File: src/hw/rtl/fmad_pkg.sv
// package for the minutes-to-ascii date block: stamp type, constants, digit helpers
// no dependencies; compiled first

package fmad_pkg;

    localparam int STAMP_DIGITS = 13;

    localparam logic [7:0] ASCII_ZERO = 8'h30;
    localparam logic [7:0] ASCII_PAD  = 8'h00;

    // reciprocal multipliers, exact over the ranges they see
    localparam logic [19:0] RECIP_45   = 20'd745655;  // >> 25, numerator below 2^19
    localparam logic [13:0] RECIP_7    = 14'd9363;    // >> 16, numerator below 11652
    localparam logic [13:0] RECIP_1461 = 14'd11484;   // >> 24, numerator below 11651
    localparam logic [10:0] RECIP_60   = 11'd1093;    // >> 16, numerator below 1440

    localparam logic [10:0] MIN_PER_DAY  = 11'd1440;
    localparam logic [10:0] DAYS_PER_CYC = 11'd1461;

    // offsets of years two to four in a four-year cycle that opens with a leap year
    localparam logic [10:0] YEAR1_START = 11'd366;
    localparam logic [10:0] YEAR2_START = 11'd731;
    localparam logic [10:0] YEAR3_START = 11'd1096;

    typedef logic [STAMP_DIGITS-1:0][7:0] stamp_t;

    // day of year at which month idx (0 is january) begins
    function automatic logic [8:0] month_start(input logic [3:0] idx, input logic leap);
        logic [8:0] base;
        begin
            case (idx)
                4'd0:    base = 9'd0;
                4'd1:    base = 9'd31;
                4'd2:    base = 9'd59;
                4'd3:    base = 9'd90;
                4'd4:    base = 9'd120;
                4'd5:    base = 9'd151;
                4'd6:    base = 9'd181;
                4'd7:    base = 9'd212;
                4'd8:    base = 9'd243;
                4'd9:    base = 9'd273;
                4'd10:   base = 9'd304;
                4'd11:   base = 9'd334;
                default: base = 9'd0;
            endcase
            if (leap && idx >= 4'd2)
            begin
                base = base + 9'd1;
            end
            return base;
        end
    endfunction

    // two ascii characters {tens, ones} for a value below 100
    function automatic logic [15:0] two_digits(input logic [6:0] v);
        logic [14:0] prod;
        logic [3:0]  tens;
        logic [6:0]  ones;
        begin
            prod = 15'(v) * 15'd205;
            tens = prod[14:11];
            ones = v - 7'(tens) * 7'd10;
            return {ASCII_ZERO + 8'(tens), ASCII_ZERO + 8'(ones[3:0])};
        end
    endfunction

endpackage

File: src/hw/rtl/fmad_if.sv
// channel interfaces: minute count in, ascii bytes out
// depends on nothing; compiled after fmad_pkg

interface fmad_minutes_if;
    logic       valid;
    logic       ready;
    logic [7:0] minutes_byte_low;
    logic [7:0] minutes_byte_mid;
    logic [7:0] minutes_byte_high;

    modport source (output valid, output minutes_byte_low, output minutes_byte_mid,
                    output minutes_byte_high, input ready);
    modport sink   (input valid, input minutes_byte_low, input minutes_byte_mid,
                    input minutes_byte_high, output ready);
endinterface

interface fmad_ascii_if;
    logic       valid;
    logic       ready;
    logic [7:0] ascii_byte;
    logic [3:0] byte_position;
    logic       last_byte;

    modport source (output valid, output ascii_byte, output byte_position,
                    output last_byte, input ready);
    modport sink   (input valid, input ascii_byte, input byte_position,
                    input last_byte, output ready);
endinterface

File: src/hw/rtl/fmad_calendar_pipe.sv
// five-stage pipeline from a 24-bit minute count to the 13-character date stamp
// depends on fmad_pkg and fmad_minutes_if

module fmad_calendar_pipe
    import fmad_pkg::*;
(
    input  logic                clk,
    input  logic                rst_n,
    fmad_minutes_if.sink        minutes,
    output logic                stamp_valid,
    input  logic                stamp_ready,
    output stamp_t              stamp
);

    logic [5:1] v_reg;
    logic [6:1] en;

    // stage 1: days = minutes / 1440
    logic [23:0] s0_mins;
    logic [38:0] s0_prod;
    logic [13:0] s1_days_next, s1_days_reg;
    logic [10:0] s1_mins_lo_reg;

    // stage 2: minute of day, weekday quotient, four-year cycle
    logic [24:0] s1_day_mins;
    logic [13:0] s1_wx;
    logic [27:0] s1_wprod;
    logic [27:0] s1_cprod;
    logic [10:0] s2_mod_next, s2_mod_reg;
    logic [10:0] s2_wq_reg;
    logic [2:0]  s2_cyc_reg;
    logic [13:0] s2_days_reg;

    // stage 3: weekday, year in cycle, day of year, hour
    logic [13:0] s2_wx, s2_w, s2_r_full;
    logic [10:0] s2_r, s2_doy_full;
    logic [1:0]  s2_yi;
    logic [21:0] s2_hprod;
    logic [2:0]  s3_wday_reg;
    logic [4:0]  s3_year_off_reg;
    logic [8:0]  s3_doy_reg;
    logic        s3_leap_reg;
    logic [4:0]  s3_hour_reg;
    logic [10:0] s3_mod_reg;

    // stage 4: month, day, minute
    logic [3:0]  s3_mon_idx;
    logic [8:0]  s3_day_full;
    logic [10:0] s3_min_full;
    logic [3:0]  s4_month_reg;
    logic [4:0]  s4_day_reg;
    logic [4:0]  s4_hour_reg;
    logic [5:0]  s4_minute_reg;
    logic [4:0]  s4_year_off_reg;
    logic [2:0]  s4_wday_reg;

    // stage 5: ascii
    logic [4:0]  s4_y2;
    logic [15:0] s4_year_lo;
    stamp_t      s5_stamp_next, s5_stamp_reg;

    // a stage loads when it is empty or its content moves on
    always_comb
    begin
        en[6] = stamp_ready;
        for (int k = 5; k >= 1; k--)
        begin
            en[k] = !v_reg[k] || en[k+1];
        end
    end

    assign minutes.ready = en[1];
    assign stamp_valid   = v_reg[5];
    assign stamp         = s5_stamp_reg;

    always_ff @(posedge clk or negedge rst_n)
    begin
        if (!rst_n)
        begin
            v_reg <= '0;
        end
        else
        begin
            if (en[1])
            begin
                v_reg[1] <= minutes.valid;
            end
            for (int k = 2; k <= 5; k++)
            begin
                if (en[k])
                begin
                    v_reg[k] <= v_reg[k-1];
                end
            end
        end
    end

    // stage 1
    always_comb
    begin
        s0_mins      = {minutes.minutes_byte_high, minutes.minutes_byte_mid,
                        minutes.minutes_byte_low};
        s0_prod      = 39'(s0_mins[23:5]) * 39'(RECIP_45);
        s1_days_next = s0_prod[38:25];
    end

    always_ff @(posedge clk)
    begin
        if (en[1])
        begin
            s1_days_reg    <= s1_days_next;
            s1_mins_lo_reg <= s0_mins[10:0];
        end
    end

    // stage 2: 2000 is a leap year, so every 1461-day cycle from 1996 to 2027 starts leap
    always_comb
    begin
        s1_day_mins = 25'(s1_days_reg) * 25'(MIN_PER_DAY);
        s2_mod_next = s1_mins_lo_reg - s1_day_mins[10:0];
        // weekday of 1996-01-01 is monday: (days + 1) mod 7
        s1_wx       = s1_days_reg + 14'd1;
        s1_wprod    = 28'(s1_wx) * 28'(RECIP_7);
        s1_cprod    = 28'(s1_days_reg) * 28'(RECIP_1461);
    end

    always_ff @(posedge clk)
    begin
        if (en[2])
        begin
            s2_mod_reg  <= s2_mod_next;
            s2_wq_reg   <= s1_wprod[26:16];
            s2_cyc_reg  <= s1_cprod[26:24];
            s2_days_reg <= s1_days_reg;
        end
    end

    // stage 3
    always_comb
    begin
        s2_wx     = s2_days_reg + 14'd1;
        s2_w      = s2_wx - 14'(s2_wq_reg) * 14'd7;
        s2_r_full = s2_days_reg - 14'(s2_cyc_reg) * 14'(DAYS_PER_CYC);
        s2_r      = s2_r_full[10:0];
        if (s2_r < YEAR1_START)
        begin
            s2_yi       = 2'd0;
            s2_doy_full = s2_r;
        end
        else if (s2_r < YEAR2_START)
        begin
            s2_yi       = 2'd1;
            s2_doy_full = s2_r - YEAR1_START;
        end
        else if (s2_r < YEAR3_START)
        begin
            s2_yi       = 2'd2;
            s2_doy_full = s2_r - YEAR2_START;
        end
        else
        begin
            s2_yi       = 2'd3;
            s2_doy_full = s2_r - YEAR3_START;
        end
        s2_hprod = 22'(s2_mod_reg) * 22'(RECIP_60);
    end

    always_ff @(posedge clk)
    begin
        if (en[3])
        begin
            s3_wday_reg     <= s2_w[2:0];
            s3_year_off_reg <= {s2_cyc_reg, s2_yi};
            s3_doy_reg      <= s2_doy_full[8:0];
            s3_leap_reg     <= (s2_yi == 2'd0);
            s3_hour_reg     <= s2_hprod[20:16];
            s3_mod_reg      <= s2_mod_reg;
        end
    end

    // stage 4: month starts rise, so the last one passed wins
    always_comb
    begin
        s3_mon_idx = 4'd0;
        for (int i = 1; i < 12; i++)
        begin
            if (s3_doy_reg >= month_start(4'(i), s3_leap_reg))
            begin
                s3_mon_idx = 4'(i);
            end
        end
        s3_day_full = s3_doy_reg - month_start(s3_mon_idx, s3_leap_reg) + 9'd1;
        s3_min_full = s3_mod_reg - 11'(s3_hour_reg) * 11'd60;
    end

    always_ff @(posedge clk)
    begin
        if (en[4])
        begin
            s4_month_reg    <= s3_mon_idx + 4'd1;
            s4_day_reg      <= s3_day_full[4:0];
            s4_hour_reg     <= s3_hour_reg;
            s4_minute_reg   <= s3_min_full[5:0];
            s4_year_off_reg <= s3_year_off_reg;
            s4_wday_reg     <= s3_wday_reg;
        end
    end

    // stage 5
    always_comb
    begin
        s4_y2 = s4_year_off_reg - 5'd4;
        if (s4_year_off_reg < 5'd4)
        begin
            s5_stamp_next[0] = ASCII_ZERO + 8'd1;
            s5_stamp_next[1] = ASCII_ZERO + 8'd9;
            s4_year_lo       = {ASCII_ZERO + 8'd9,
                                ASCII_ZERO + 8'd6 + 8'(s4_year_off_reg[1:0])};
        end
        else
        begin
            s5_stamp_next[0] = ASCII_ZERO + 8'd2;
            s5_stamp_next[1] = ASCII_ZERO;
            s4_year_lo       = two_digits(7'(s4_y2));
        end
        s5_stamp_next[2]  = s4_year_lo[15:8];
        s5_stamp_next[3]  = s4_year_lo[7:0];
        {s5_stamp_next[4], s5_stamp_next[5]}   = two_digits(7'(s4_month_reg));
        {s5_stamp_next[6], s5_stamp_next[7]}   = two_digits(7'(s4_day_reg));
        {s5_stamp_next[8], s5_stamp_next[9]}   = two_digits(7'(s4_hour_reg));
        {s5_stamp_next[10], s5_stamp_next[11]} = two_digits(7'(s4_minute_reg));
        s5_stamp_next[12] = ASCII_ZERO + 8'(s4_wday_reg);
    end

    always_ff @(posedge clk)
    begin
        if (en[5])
        begin
            s5_stamp_reg <= s5_stamp_next;
        end
    end

endmodule

File: src/hw/rtl/fmad_byte_serializer.sv
// sends a date stamp out one byte per transaction, then zero padding
// depends on fmad_pkg and fmad_ascii_if

module fmad_byte_serializer
    import fmad_pkg::*;
#(
    parameter int RESULT_BYTES = 16
)
(
    input  logic          clk,
    input  logic          rst_n,
    input  logic          stamp_valid,
    output logic          stamp_ready,
    input  stamp_t        stamp,
    fmad_ascii_if.source  ascii
);

    localparam int CW = $clog2(RESULT_BYTES);
    localparam logic [CW-1:0] LAST_POS = CW'(RESULT_BYTES - 1);

    logic          busy_reg, busy_next;
    logic [CW-1:0] pos_reg, pos_next;
    stamp_t        stamp_reg;
    logic          fire, is_last, load;

    assign fire        = busy_reg && ascii.ready;
    assign is_last     = (pos_reg == LAST_POS);
    assign stamp_ready = !busy_reg || (ascii.ready && is_last);
    assign load        = stamp_valid && stamp_ready;

    always_comb
    begin
        busy_next = busy_reg;
        pos_next  = pos_reg;
        if (load)
        begin
            busy_next = 1'b1;
            pos_next  = '0;
        end
        else if (fire)
        begin
            busy_next = !is_last;
            pos_next  = pos_reg + CW'(1);
        end
    end

    always_ff @(posedge clk or negedge rst_n)
    begin
        if (!rst_n)
        begin
            busy_reg <= 1'b0;
            pos_reg  <= '0;
        end
        else
        begin
            busy_reg <= busy_next;
            pos_reg  <= pos_next;
        end
    end

    always_ff @(posedge clk)
    begin
        if (load)
        begin
            stamp_reg <= stamp;
        end
    end

    assign ascii.valid         = busy_reg;
    assign ascii.ascii_byte    = (pos_reg < CW'(STAMP_DIGITS)) ? stamp_reg[pos_reg[3:0]]
                                                               : ASCII_PAD;
    assign ascii.byte_position = pos_reg[3:0];
    assign ascii.last_byte     = is_last;

endmodule

File: src/hw/rtl/fru_minutes_to_ascii_date.sv
// top level: minutes since 1996-01-01 to an ascii date stamp "YYYYMMDDhhmmW" plus padding
// depends on fmad_pkg, fmad_if, fmad_calendar_pipe and fmad_byte_serializer

// Each transaction on minutes carries a 24-bit count of minutes since 1996-01-01 00:00,
// in three byte fields, and yields RESULT_BYTES transactions on ascii: year, month, day,
// hour and minute as twelve ascii digits, the weekday digit (0 is sunday), then 0x00
// padding, with byte_position counting modulo 16 and last_byte on the final one. The
// conversion runs in a five-stage pipeline (division by 1440 through a reciprocal multiply,
// minute of day with the weekday and four-year cycle, year and day of year with the hour,
// month and day with the minute, then ascii), and each stamp is then loaded into the byte
// serializer before its first byte is offered. The serializer sets the throughput: it takes a
// new stamp only when idle or on the handshake of the last byte of the one before, while up
// to five further inputs are taken and converted as the current stamp is still going out.
// There is no state across inputs and no configuration.

module fru_minutes_to_ascii_date
    import fmad_pkg::*;
#(
    parameter int RESULT_BYTES = 16
)
(
    input  logic          clk,
    input  logic          rst_n,
    fmad_minutes_if.sink  minutes,
    fmad_ascii_if.source  ascii
);

    // byte_position carried on the last byte of a run
    localparam logic [3:0] LAST_POS = 4'((RESULT_BYTES - 1) % 16);

    logic   stamp_valid;
    logic   stamp_ready;
    stamp_t stamp;

    // calendar arithmetic, one input per cycle when the output keeps up
    fmad_calendar_pipe u_calendar_pipe (
        .clk         (clk),
        .rst_n       (rst_n),
        .minutes     (minutes),
        .stamp_valid (stamp_valid),
        .stamp_ready (stamp_ready),
        .stamp       (stamp)
    );

    // one byte per output transaction, next stamp loads on the last byte's handshake
    fmad_byte_serializer #(
        .RESULT_BYTES (RESULT_BYTES)
    ) u_byte_serializer (
        .clk         (clk),
        .rst_n       (rst_n),
        .stamp_valid (stamp_valid),
        .stamp_ready (stamp_ready),
        .stamp       (stamp),
        .ascii       (ascii)
    );

    // the last byte flag only ever sits on the final position
    assert property (@(posedge clk) disable iff (!rst_n)
        ascii.valid && ascii.last_byte |-> ascii.byte_position == LAST_POS)
        else $error("last_byte away from final position");

    // a run keeps going until its last byte
    assert property (@(posedge clk) disable iff (!rst_n)
        ascii.valid && ascii.ready && !ascii.last_byte |=> ascii.valid)
        else $error("byte run broken off early");

    // positions step by one within a run
    assert property (@(posedge clk) disable iff (!rst_n)
        ascii.valid && ascii.ready && !ascii.last_byte
        |=> ascii.byte_position == $past(ascii.byte_position) + 4'd1)
        else $error("byte position skipped");

endmodule

File: src/flat_wrapper.sv
// flat-port wrapper written by rule: the top's interface ports become plain ports
module fru_minutes_to_ascii_date_flat import fmad_pkg::*;
#(
    parameter int RESULT_BYTES = 16
)
  (clk, rst_n, minutes_valid, minutes_minutes_byte_low, minutes_minutes_byte_mid, minutes_minutes_byte_high, minutes_ready, ascii_valid, ascii_ascii_byte, ascii_byte_position, ascii_last_byte, ascii_ready);
  fmad_minutes_if minutes_i ();
  fmad_ascii_if ascii_i ();
  input  logic clk;
  input  logic rst_n;
  input wire logic [$bits(minutes_i.valid)-1:0] minutes_valid;
  input wire logic [$bits(minutes_i.minutes_byte_low)-1:0] minutes_minutes_byte_low;
  input wire logic [$bits(minutes_i.minutes_byte_mid)-1:0] minutes_minutes_byte_mid;
  input wire logic [$bits(minutes_i.minutes_byte_high)-1:0] minutes_minutes_byte_high;
  output wire logic [$bits(minutes_i.ready)-1:0] minutes_ready;
  output wire logic [$bits(ascii_i.valid)-1:0] ascii_valid;
  output wire logic [$bits(ascii_i.ascii_byte)-1:0] ascii_ascii_byte;
  output wire logic [$bits(ascii_i.byte_position)-1:0] ascii_byte_position;
  output wire logic [$bits(ascii_i.last_byte)-1:0] ascii_last_byte;
  input wire logic [$bits(ascii_i.ready)-1:0] ascii_ready;
  assign minutes_i.valid = minutes_valid;
  assign minutes_i.minutes_byte_low = minutes_minutes_byte_low;
  assign minutes_i.minutes_byte_mid = minutes_minutes_byte_mid;
  assign minutes_i.minutes_byte_high = minutes_minutes_byte_high;
  assign minutes_ready = minutes_i.ready;
  assign ascii_valid = ascii_i.valid;
  assign ascii_ascii_byte = ascii_i.ascii_byte;
  assign ascii_byte_position = ascii_i.byte_position;
  assign ascii_last_byte = ascii_i.last_byte;
  assign ascii_i.ready = ascii_ready;
  fru_minutes_to_ascii_date #(.RESULT_BYTES(RESULT_BYTES)) u_core (.clk(clk), .rst_n(rst_n), .minutes(minutes_i), .ascii(ascii_i));
endmodule
File: config.mk
export PLATFORM = sky130hd
export DESIGN_NAME = fru_minutes_to_ascii_date_flat
export DESIGN_NICKNAME = d
export VERILOG_FILES = /design/src/hw/rtl/fmad_pkg.sv /design/src/hw/rtl/fmad_if.sv /design/src/hw/rtl/fmad_calendar_pipe.sv /design/src/hw/rtl/fmad_byte_serializer.sv /design/src/hw/rtl/fru_minutes_to_ascii_date.sv /design/src/flat_wrapper.sv
export SDC_FILE = /design/constraint.sdc
export NUM_CORES = 1
export LEC_CHECK = 0
export ABC_AREA = 1
export BUFFER_PORTS_ARGS = -buffer_cell sky130_fd_sc_hd__buf_2
export CORE_MARGIN = 8
export CORE_UTILIZATION = 68
export CTS_BUF_LIST = sky130_fd_sc_hd__clkbuf_2
export CTS_CLUSTER_DIAMETER = 100
export DETAILED_ROUTE_END_ITERATION = 8
export PLACE_DENSITY = 0.95
export SLEW_MARGIN = 15
export SYNTH_ARGS = -nofsm -noshare
export SYNTH_HDL_FRONTEND = slang
export SYNTH_HIERARCHICAL = 1
export SYNTH_SLANG_ARGS = --single-unit
File: constraint.sdc
create_clock -name clk -period 15.15 [get_ports clk]
set_input_delay 3.03 -clock clk [delete_from_list [all_inputs] [get_ports clk]]
set_output_delay 3.03 -clock clk [all_outputs]
set_load 0.02 [all_outputs]
==> results.md, run 1 <==
* Port bufs at 42
* Routability Congestion at 0.977
* Vias in the first global route at 22300
* Root buf cell: clkbuf_2
* Critical path cell sequence: buf_2, nand2_1, nand2_1, nor2_1, inv_1, buf_4, nor2_1, inv_1, nor2_1, clkinv_1, nor2_1, nand2_1, buf_4, buf_2
* Slew @ Worst Pin at 1090 ps
* Status: finished clean
* Kind of end point of the critical path: output pin
* Post-CTS setup buffers at 0
* Pin count of the biggest net entering global routing at 55
* # clock sinks at 260
* Routed Antenna Nets at 0
* Num CTS Buffers at 67
* DRC viols at 0
* CP required at around 12000 ps
* # resized after CTS at 0
* Area grow syn2layout at 4.22%
* Antenna violations before repair at 2
* Layout cell share with drive strength beyond 1 at ~7.0%
* Slowest Stage Delay on Critical Path at 880 ps
* Die X at 218 microns
* Final count of hold timing violations at 0
* Worst hold margin at 404 ps
* EDFF count, synth at 250
* Most common cell on crit path: nor2_1
* Cell family with most CP delay: buffers and inverters
* Final count of pins violating max slew at 0
* CTS tree: done
* Initial core utilization at 68.5%
* Setup TNS at 0 ps
* Max reg flops at 104
* Fin util at 71.4%
* Cell Area, Synth at 0.0278 sq mm
* Clk_skew at 72.7 ps
* Yosys reg bits at 260
* Max frequency at 0.102 GHz
* Syn Inst Count at roughly 2800
* FFs w/ async S/R, synth at 3.85%
* Post-detail-place hpwl at between 50 and 60 mm
* Tmin final at 9830 ps
* TritonRoute pass-1 iters at 6
* Row count at 74
* Die height at ~220 microns
* CTS Hold Bufs at 0
* CP Data Arrival Time at between 6000 and 7000 ps
* IO Count at 43
* Synth area leader: edfxtp_1
* Final setup violation count at 0
* Overflow after GRT at 0
* Crit Path Category: in -> out
* Count leader, synth: inv_1
* Core ar. at 0.0406 sq mm
* Hold WC Path Type: reg -> reg
* Most frequent cells after synthesis: inv_1, ha_1, nand2_1
* Count of different cell masters after synthesis at 54
* Worst rel slew slack at 27.2%
* CP max-delay cell: clkinv_1
* Max clock buf depth at 3
* Htree depth at 3
* Max_cap viols at 0
* Clock Latency Late Sink at 850 ps
* Die area at 0.0477 sq mm
* Seq/Total Area, Yosys at roughly 28%
* Total number of vias at 20000
* Crit Path Max Fanout at 38
* Yosys warns at 6
* Layout Nets at 3733
* Fin crit share at 64.9%
* Via density at approximately 5.7
* Synth top area cells: edfxtp_1, ha_1, fa_1
* Syn Area/Cell at 9.80 sq um
* GRT Util Overall at 27.7%
* First-pass GRT wire length at 107 mm
* Wire per inst at 18.2 microns
* Post-synth top area share at 27.0%
* RSZ-0062 raised after global routing: no
* Top FF cell, synth: edfxtp_1
* Type of origin of the critical path: primary input
* Critical path buffers and inverters at 7
* Drt total wl at 63.8 mm
* DRT iter0 DRCs at 1682
* Clock transition at path regs at roughly 130 ps
[cell type report]
class / instances / area [sq um]
flip-flops and latches: 260 / 7760
multi-input cells: 1902 / 17200
diodes: 3 / 7.51
clock buffers: 97 / 485
well taps: 532 / 666
fillers: 2651 / 11600
clock inverters: 21 / 148
inverters: 654 / 2460
repair buffers: 47 / 248
[final timing paths]
check	end	depth (start not counted)	slack, ps	start
max	minutes_ready	14	5320	ascii_ready
min	u_core/u_byte_serializer/stamp_reg[80]	0	400	u_core/u_calendar_pipe/stamp[80]
max reg2reg	u_core/u_calendar_pipe/s2_wq_reg[2]	21	9070	u_core/u_calendar_pipe/s1_days_reg[0]
max in group asynchronous	u_core/u_calendar_pipe/v_reg[4]	1	12800	rst_n
min in group asynchronous	u_core/u_byte_serializer/ascii.byte_position[2]	1	2100	rst_n
min reg2reg	u_core/u_byte_serializer/stamp_reg[80]	0	400	u_core/u_calendar_pipe/stamp[80]
[cell usage in the layout (no fill, tap or decap), drive strengths merged, types with 9 or more instances in the layout]
master	synthesis	final
a21oi	129	129
clkbuf	3	97
nor3	14	14
fa	247	247
clkinv	0	17
ha	526	526
inv	654	654
nor2	119	119
nand3	120	120
conb	2	66
xnor2	42	42
edfxtp	250	250
o21ai	73	73
nand4	12	12
dfrtp	10	10
xor2	77	77
buf	86	47
or2	9	9
nand2	405	405
[stage by stage]
stage | cells | area (sq um) | setup slack [ps]
3_5_place_dp | 3395 | 28400 | 5490
2_1_floorplan | 2905 | 28100 | 5880
3_3_place_gp | 3395 | 28400 | 5700
6_report | 3516 | 29000 | 5320
5_1_grt | 3514 | 29000 | 4930
4_1_cts | 3513 | 29000 | 5430
[layer usage]
metal	part of all wire [%]	vias to the layer above	GRT usage, %
li1	-	9260	-
met1	36	9595	29.8
met2	52	877	50.7
met3	6.5	271	5.06
met4	5.5	0	15.7
met5	0	-	0
[worst reg2reg max path: stages, from the launching register on]
cell and delay, ps:
edfxtp_1 810, ha_1 450, nand4_1 190, nor2_1 190, xor2_1 510, ha_1 360, ha_1 320, fa_1 480
inv_1 60, fa_1 540, inv_1 60, fa_1 460, ha_1 330, a21oi_1 160, o21ai_0 100, nand2_1 70
o2111ai_1 210, a21o_1 250, nand2_1 80, nand2_1 70, nand2_1 80, nand2_1 60
[cells by family after synthesis]
family,count (synthesis),share of synthesized area [%]
fa+ha+maj,773,41.4
flops,260,27.9
xor+xnor,119,3.91
compound gates,256,5.27
other cells,2,0.0270
buf+inv,743,11.0
simple gates,688,10.5
Power of run 1 is left out: the tool's default activity adds up to more than one toggle a clock period on the data nets, which glitch-free logic cannot reach.
==> run 2, diff against run 1 <==
- ABC_AREA: 1 -> 0
- CORE_UTILIZATION: 68 -> 67
- PLACE_DENSITY: 0.95 -> 0.94
- clock period: 15.15 -> 9.3 ns (I/O delays scaled with it)
==> run 2 against run 1 <==
Effect of this change: sequential share of layout area is 1.5 points higher; utilization is 0.33 points lower; cell count is 17% lower; worst setup slack worse by 2900 ps; die area is 3.5% lower; global-route usage is 2.6 points lower; cell area is 5.1% lower; sequential cell count stayed put; clock skew is 22 ps higher; synthesized cell count is 20% lower; count of clock-buffer cells in the layout is 19 lower; critical endpoint is now u_core/u_calendar_pipe/s1_days_reg[13].
==> results.md, run 2 <==
* Die X at 214 microns (was 218 microns)
* Fin crit share at between 70% and 80%
* Count leader, synth: ha_1 (was inv_1)
* Clock Latency Late Sink at 980 ps (was 850 ps)
* Die area at 0.0460 sq mm (was 0.0477 sq mm)
* Num CTS Buffers at 58 (was 67)
* Met3 usage at 3.44% (was 5.06%)
* Kind of end point of the critical path: register (was output pin)
* Yosys reg bits at 260 (unchanged)
* # resized after CTS at 0 (unchanged)
* Total number of vias at 16900 (was 20000)
* Area grow syn2layout at 4.32% (was 4.22%)
* Final count of pins violating max slew at 0 (unchanged)
* Top FF cell, synth: edfxtp_1 (unchanged)
* Mux contribution to synthesized area at 2.56% (was 0%)
* Antenna violations before repair at 1 (was 2)
* Layout Nets at 3148 (was 3733)
* Register-to-Register Path Depth at 21 (unchanged)
* Most common cell on crit path: fa_1 (was nor2_1)
* CP Data Arrival Time at 7660 ps (was 6800 ps)
* Final count of hold timing violations at 0 (unchanged)
* Critical path cell sequence: buf_2, ha_1, inv_1, fa_1, fa_1, fa_1, fa_1, inv_1, fa_1, ha_1, a2111o_1, nor3_1, o31ai_1, a2111oi_2, nor2_1, a2111o_1, a31oi_1, xnor2_1 (was buf_2, nand2_1, nand2_1, nor2_1, inv_1, buf_4, nor2_1, inv_1, nor2_1, clkinv_1, nor2_1, nand2_1, buf_4, buf_2)
* Adder-Cell Fraction of Synth Area at 43.7% (was 41.4%)
* Post-synth top area share at 28.5% (was 27.0%)
* Compound-Gate Fraction of Synth Area at 6.46% (was 5.27%)
* Gr busiest metal: met2 (unchanged)
* First-pass GRT wire length at 94.0 mm (was 107 mm)
* Synth area leader: edfxtp_1 (unchanged)
* Met1 usage at 26.3% (was 29.8%)
* Htree depth at 2 (was 3)
* Tmin final at 6920 ps
* Initial core utilization at 68.1% (was 68.5%)
* FFs w/ async S/R, synth at 3.85% (unchanged)
* Post-CTS setup buffers at 0 (unchanged)
* Type of origin of the critical path: primary input (unchanged)
* Row count at 72 (was 74)
* Slew @ Worst Pin at 970 ps (was 1090 ps)
* Overflow after GRT at 0 (unchanged)
* Max frequency at 0.145 GHz
* DRC viols at 0 (unchanged)
* Max_cap viols at 0 (unchanged)
* Layout cell share with drive strength beyond 1 at 7.93% (was 6.98%)
* Yosys warns at 6 (unchanged)
* DRT iter0 DRCs at 1266 (was 1682)
* Crit Path Max Fanout at 5 (was 38)
* Syn Inst Count at 2262 (was 2841)
* Synth top area cells: edfxtp_1, ha_1, fa_1 (unchanged)
* Most frequent cells after synthesis: ha_1, inv_1, edfxtp_1 (was inv_1, ha_1, nand2_1)
* TritonRoute pass-1 iters at 7 (was 6)
* Post-synthesis simple-gate area fraction at 3.96% (was 10.5%)
* Status: finished clean (unchanged)
* CP max-delay cell: fa_1 (was clkinv_1)
* Via density at 5.79 (was 5.69)
* IO Count at 43 (unchanged)
* Total Power at 9.74 mW
* Most frequent cells in the layout: ha_1, inv_1, edfxtp_1 (was inv_1, ha_1, nand2_1)
* Fill cell count at 2448 (was 2651)
* Max VDD drop at 0.219 mV
* Worst Hold Depth at 0 (unchanged)
* Fin util at 71.0% (was 71.4%)
* Syn Area/Cell at 11.7 sq um (was 9.80 sq um)
* Post-detail-place hpwl at 44.6 mm (was 51.3 mm)
* Wire per inst at 19.4 microns (was 18.2 microns)
* Seq/Total Area, Yosys at 29.4% (was 27.9%)
* Final WS setup at 2380 ps (was 5320 ps)
* Vias in the first global route at 19200 (was 22300)
* Routability Congestion at 0.954 (was 0.977)
* EDFF count, synth at 250 (unchanged)
* Clock transition at path regs at 120 ps (was 130 ps)
* Port bufs at 42 (unchanged)
* Max clock buf depth at 3 (unchanged)
* Critical path buffers and inverters at 3 (was 7)
* GRT Util Overall at 25.2% (was 27.7%)
* CP required at 10040 ps (was 12120 ps)
* Post-synthesis xor/xnor area fraction at 4.06% (was 3.91%)
* Die height at 214 microns (was 218 microns)
* Drt total wl at 56.5 mm (was 63.8 mm)
* Worst rel slew slack at 34.8% (was 27.2%)
* Commonest non-fill, non-tap cell in the layout: ha_1 (was inv_1)
* Slowest Stage Delay on Critical Path at 540 ps (was 880 ps)
* Pin count of the biggest net entering global routing at 77 (was 55)
* Clk_skew at 94.7 ps (was 72.7 ps)
* Crit Path Category: in -> reg (was in -> out)
* Count of different cell masters after synthesis at 78 (was 54)
* Main combinational cell family by area after synthesis: adder cells (unchanged)
* PD cells at 354 mW/mm^2
* Register area at 0.00776 sq mm (unchanged)
* CP Depth at 18 (was 14)
* RSZ-0062 raised after global routing: no (unchanged)
* Routed Antenna Nets at 0 (unchanged)
* CTS tree: done (unchanged)
* Multi-input gate area at 0.0163 sq mm (was 0.0172 sq mm)
* Leakage at 13.6 nW
* CTS Hold Bufs at 0 (unchanged)
* Pre-CTS setup slack at 1400 ps (was 5490 ps)
* Setup TNS at 0 ps (unchanged)
* Core ar. at 0.0387 sq mm (was 0.0406 sq mm)
* # clock sinks at 260 (unchanged)
* GR Layer Usage met2 at 47.2% (was 50.7%)
* Cell Area, Synth at 0.0264 sq mm (was 0.0278 sq mm)
* Root buf cell: clkbuf_2 (unchanged)
* Final setup violation count at 0 (unchanged)
* Max reg flops at 104 (unchanged)
* Cell family with most CP delay: adder cells (was buffers and inverters)
* Hold WC Path Type: reg -> reg (unchanged)
[run 2: changes by cell type after synthesis, moves of 43 or more]
cell / change
nor2_1: -70
a21oi_1: -70
nand2_1: -336
nand3_1: -89
inv_1: -121
xor2_1: -43
xnor2_1: +45
[run 2: cell type report]
class | count | share of cell area, %
diodes | 1 | 0.00909
multi-input cells | 1454 | 59.2
clock inverters | 31 | 0.705
well taps | 518 | 2.35
inverters | 522 | 7.13
repair buffers | 51 | 1.01
clock buffers | 78 | 1.42
flip-flops and latches | 260 | 28.2
[run 2: per-layer routing]
metal / vias to the layer above / part of all wire [%] / routed length (microns)
li1: 7690 / - / -
met4: 0 / 6.6 / 3710
met2: 615 / 53 / 30000
met1: 8317 / 36 / 20200
met3: 245 / 4.4 / 2480
met5: - / 0 / 0
[run 2: worst paths after layout]
check	end	start	slack (ps)
worst max-delay path	u_core/u_calendar_pipe/s1_days_reg[13]	minutes_minutes_byte_mid[5]	2380
worst min-delay path	u_core/u_calendar_pipe/s4_year_off_reg[2]	u_core/u_calendar_pipe/s3_year_off_reg[2]	380
worst max register to register	u_core/u_calendar_pipe/s2_wq_reg[1]	u_core/u_calendar_pipe/s1_days_reg[1]	3170
worst min register to register	u_core/u_calendar_pipe/s4_year_off_reg[2]	u_core/u_calendar_pipe/s3_year_off_reg[2]	380
max in group asynchronous	u_core/u_byte_serializer/ascii.byte_position[1]	rst_n	8260
min in group asynchronous	u_core/u_calendar_pipe/v_reg[4]	rst_n	770
[run 2: kinds of logic (layout without fill, tap and decap cells)]
| family | count (synthesis) | in the layout |
|---|---|---|
| AO/OA/AOI/OAI | 246 | 246 |
| flip-flops | 260 | 260 |
| XOR/XNOR | 120 | 120 |
| multiplexers | 37 | 37 |
| adder cells (fa/ha/maj) | 773 | 773 |
| buffers and inverters | 612 | 682 |
| other | 2 | 67 |
| AND/OR/NAND/NOR | 212 | 212 |
[run 2: worst register-to-register path, delay by kind of cell (launching register included)]
family	cells	cell delay [ps]
DFF	1	720
adders and majority gates	7	2890
xor gates and xnor gates	1	540
buffers and inverters	2	110
and+or+nand+nor	6	700
AOI/OAI and AO/OA	5	890
[run 2: power by group]
group          leakage (nW)  switching, mW  internal [mW]
Clock                 0.414          0.470          0.297
Combinational          10.8           4.16           3.15
Sequential             2.35          0.105           1.57
Total                  13.6           4.73           5.01
[run 2: per-stage QoR]
stage	hold slack, ps	cells	instance area, sq um
after CTS	379	2914	27500
after global routing	394	2915	27500
final	379	2915	27500
after detailed placement	405	2805	26900
after floorplan	400	2326	26600
after global placement	401	2805	26900
(Power assumes the default switching activity.)
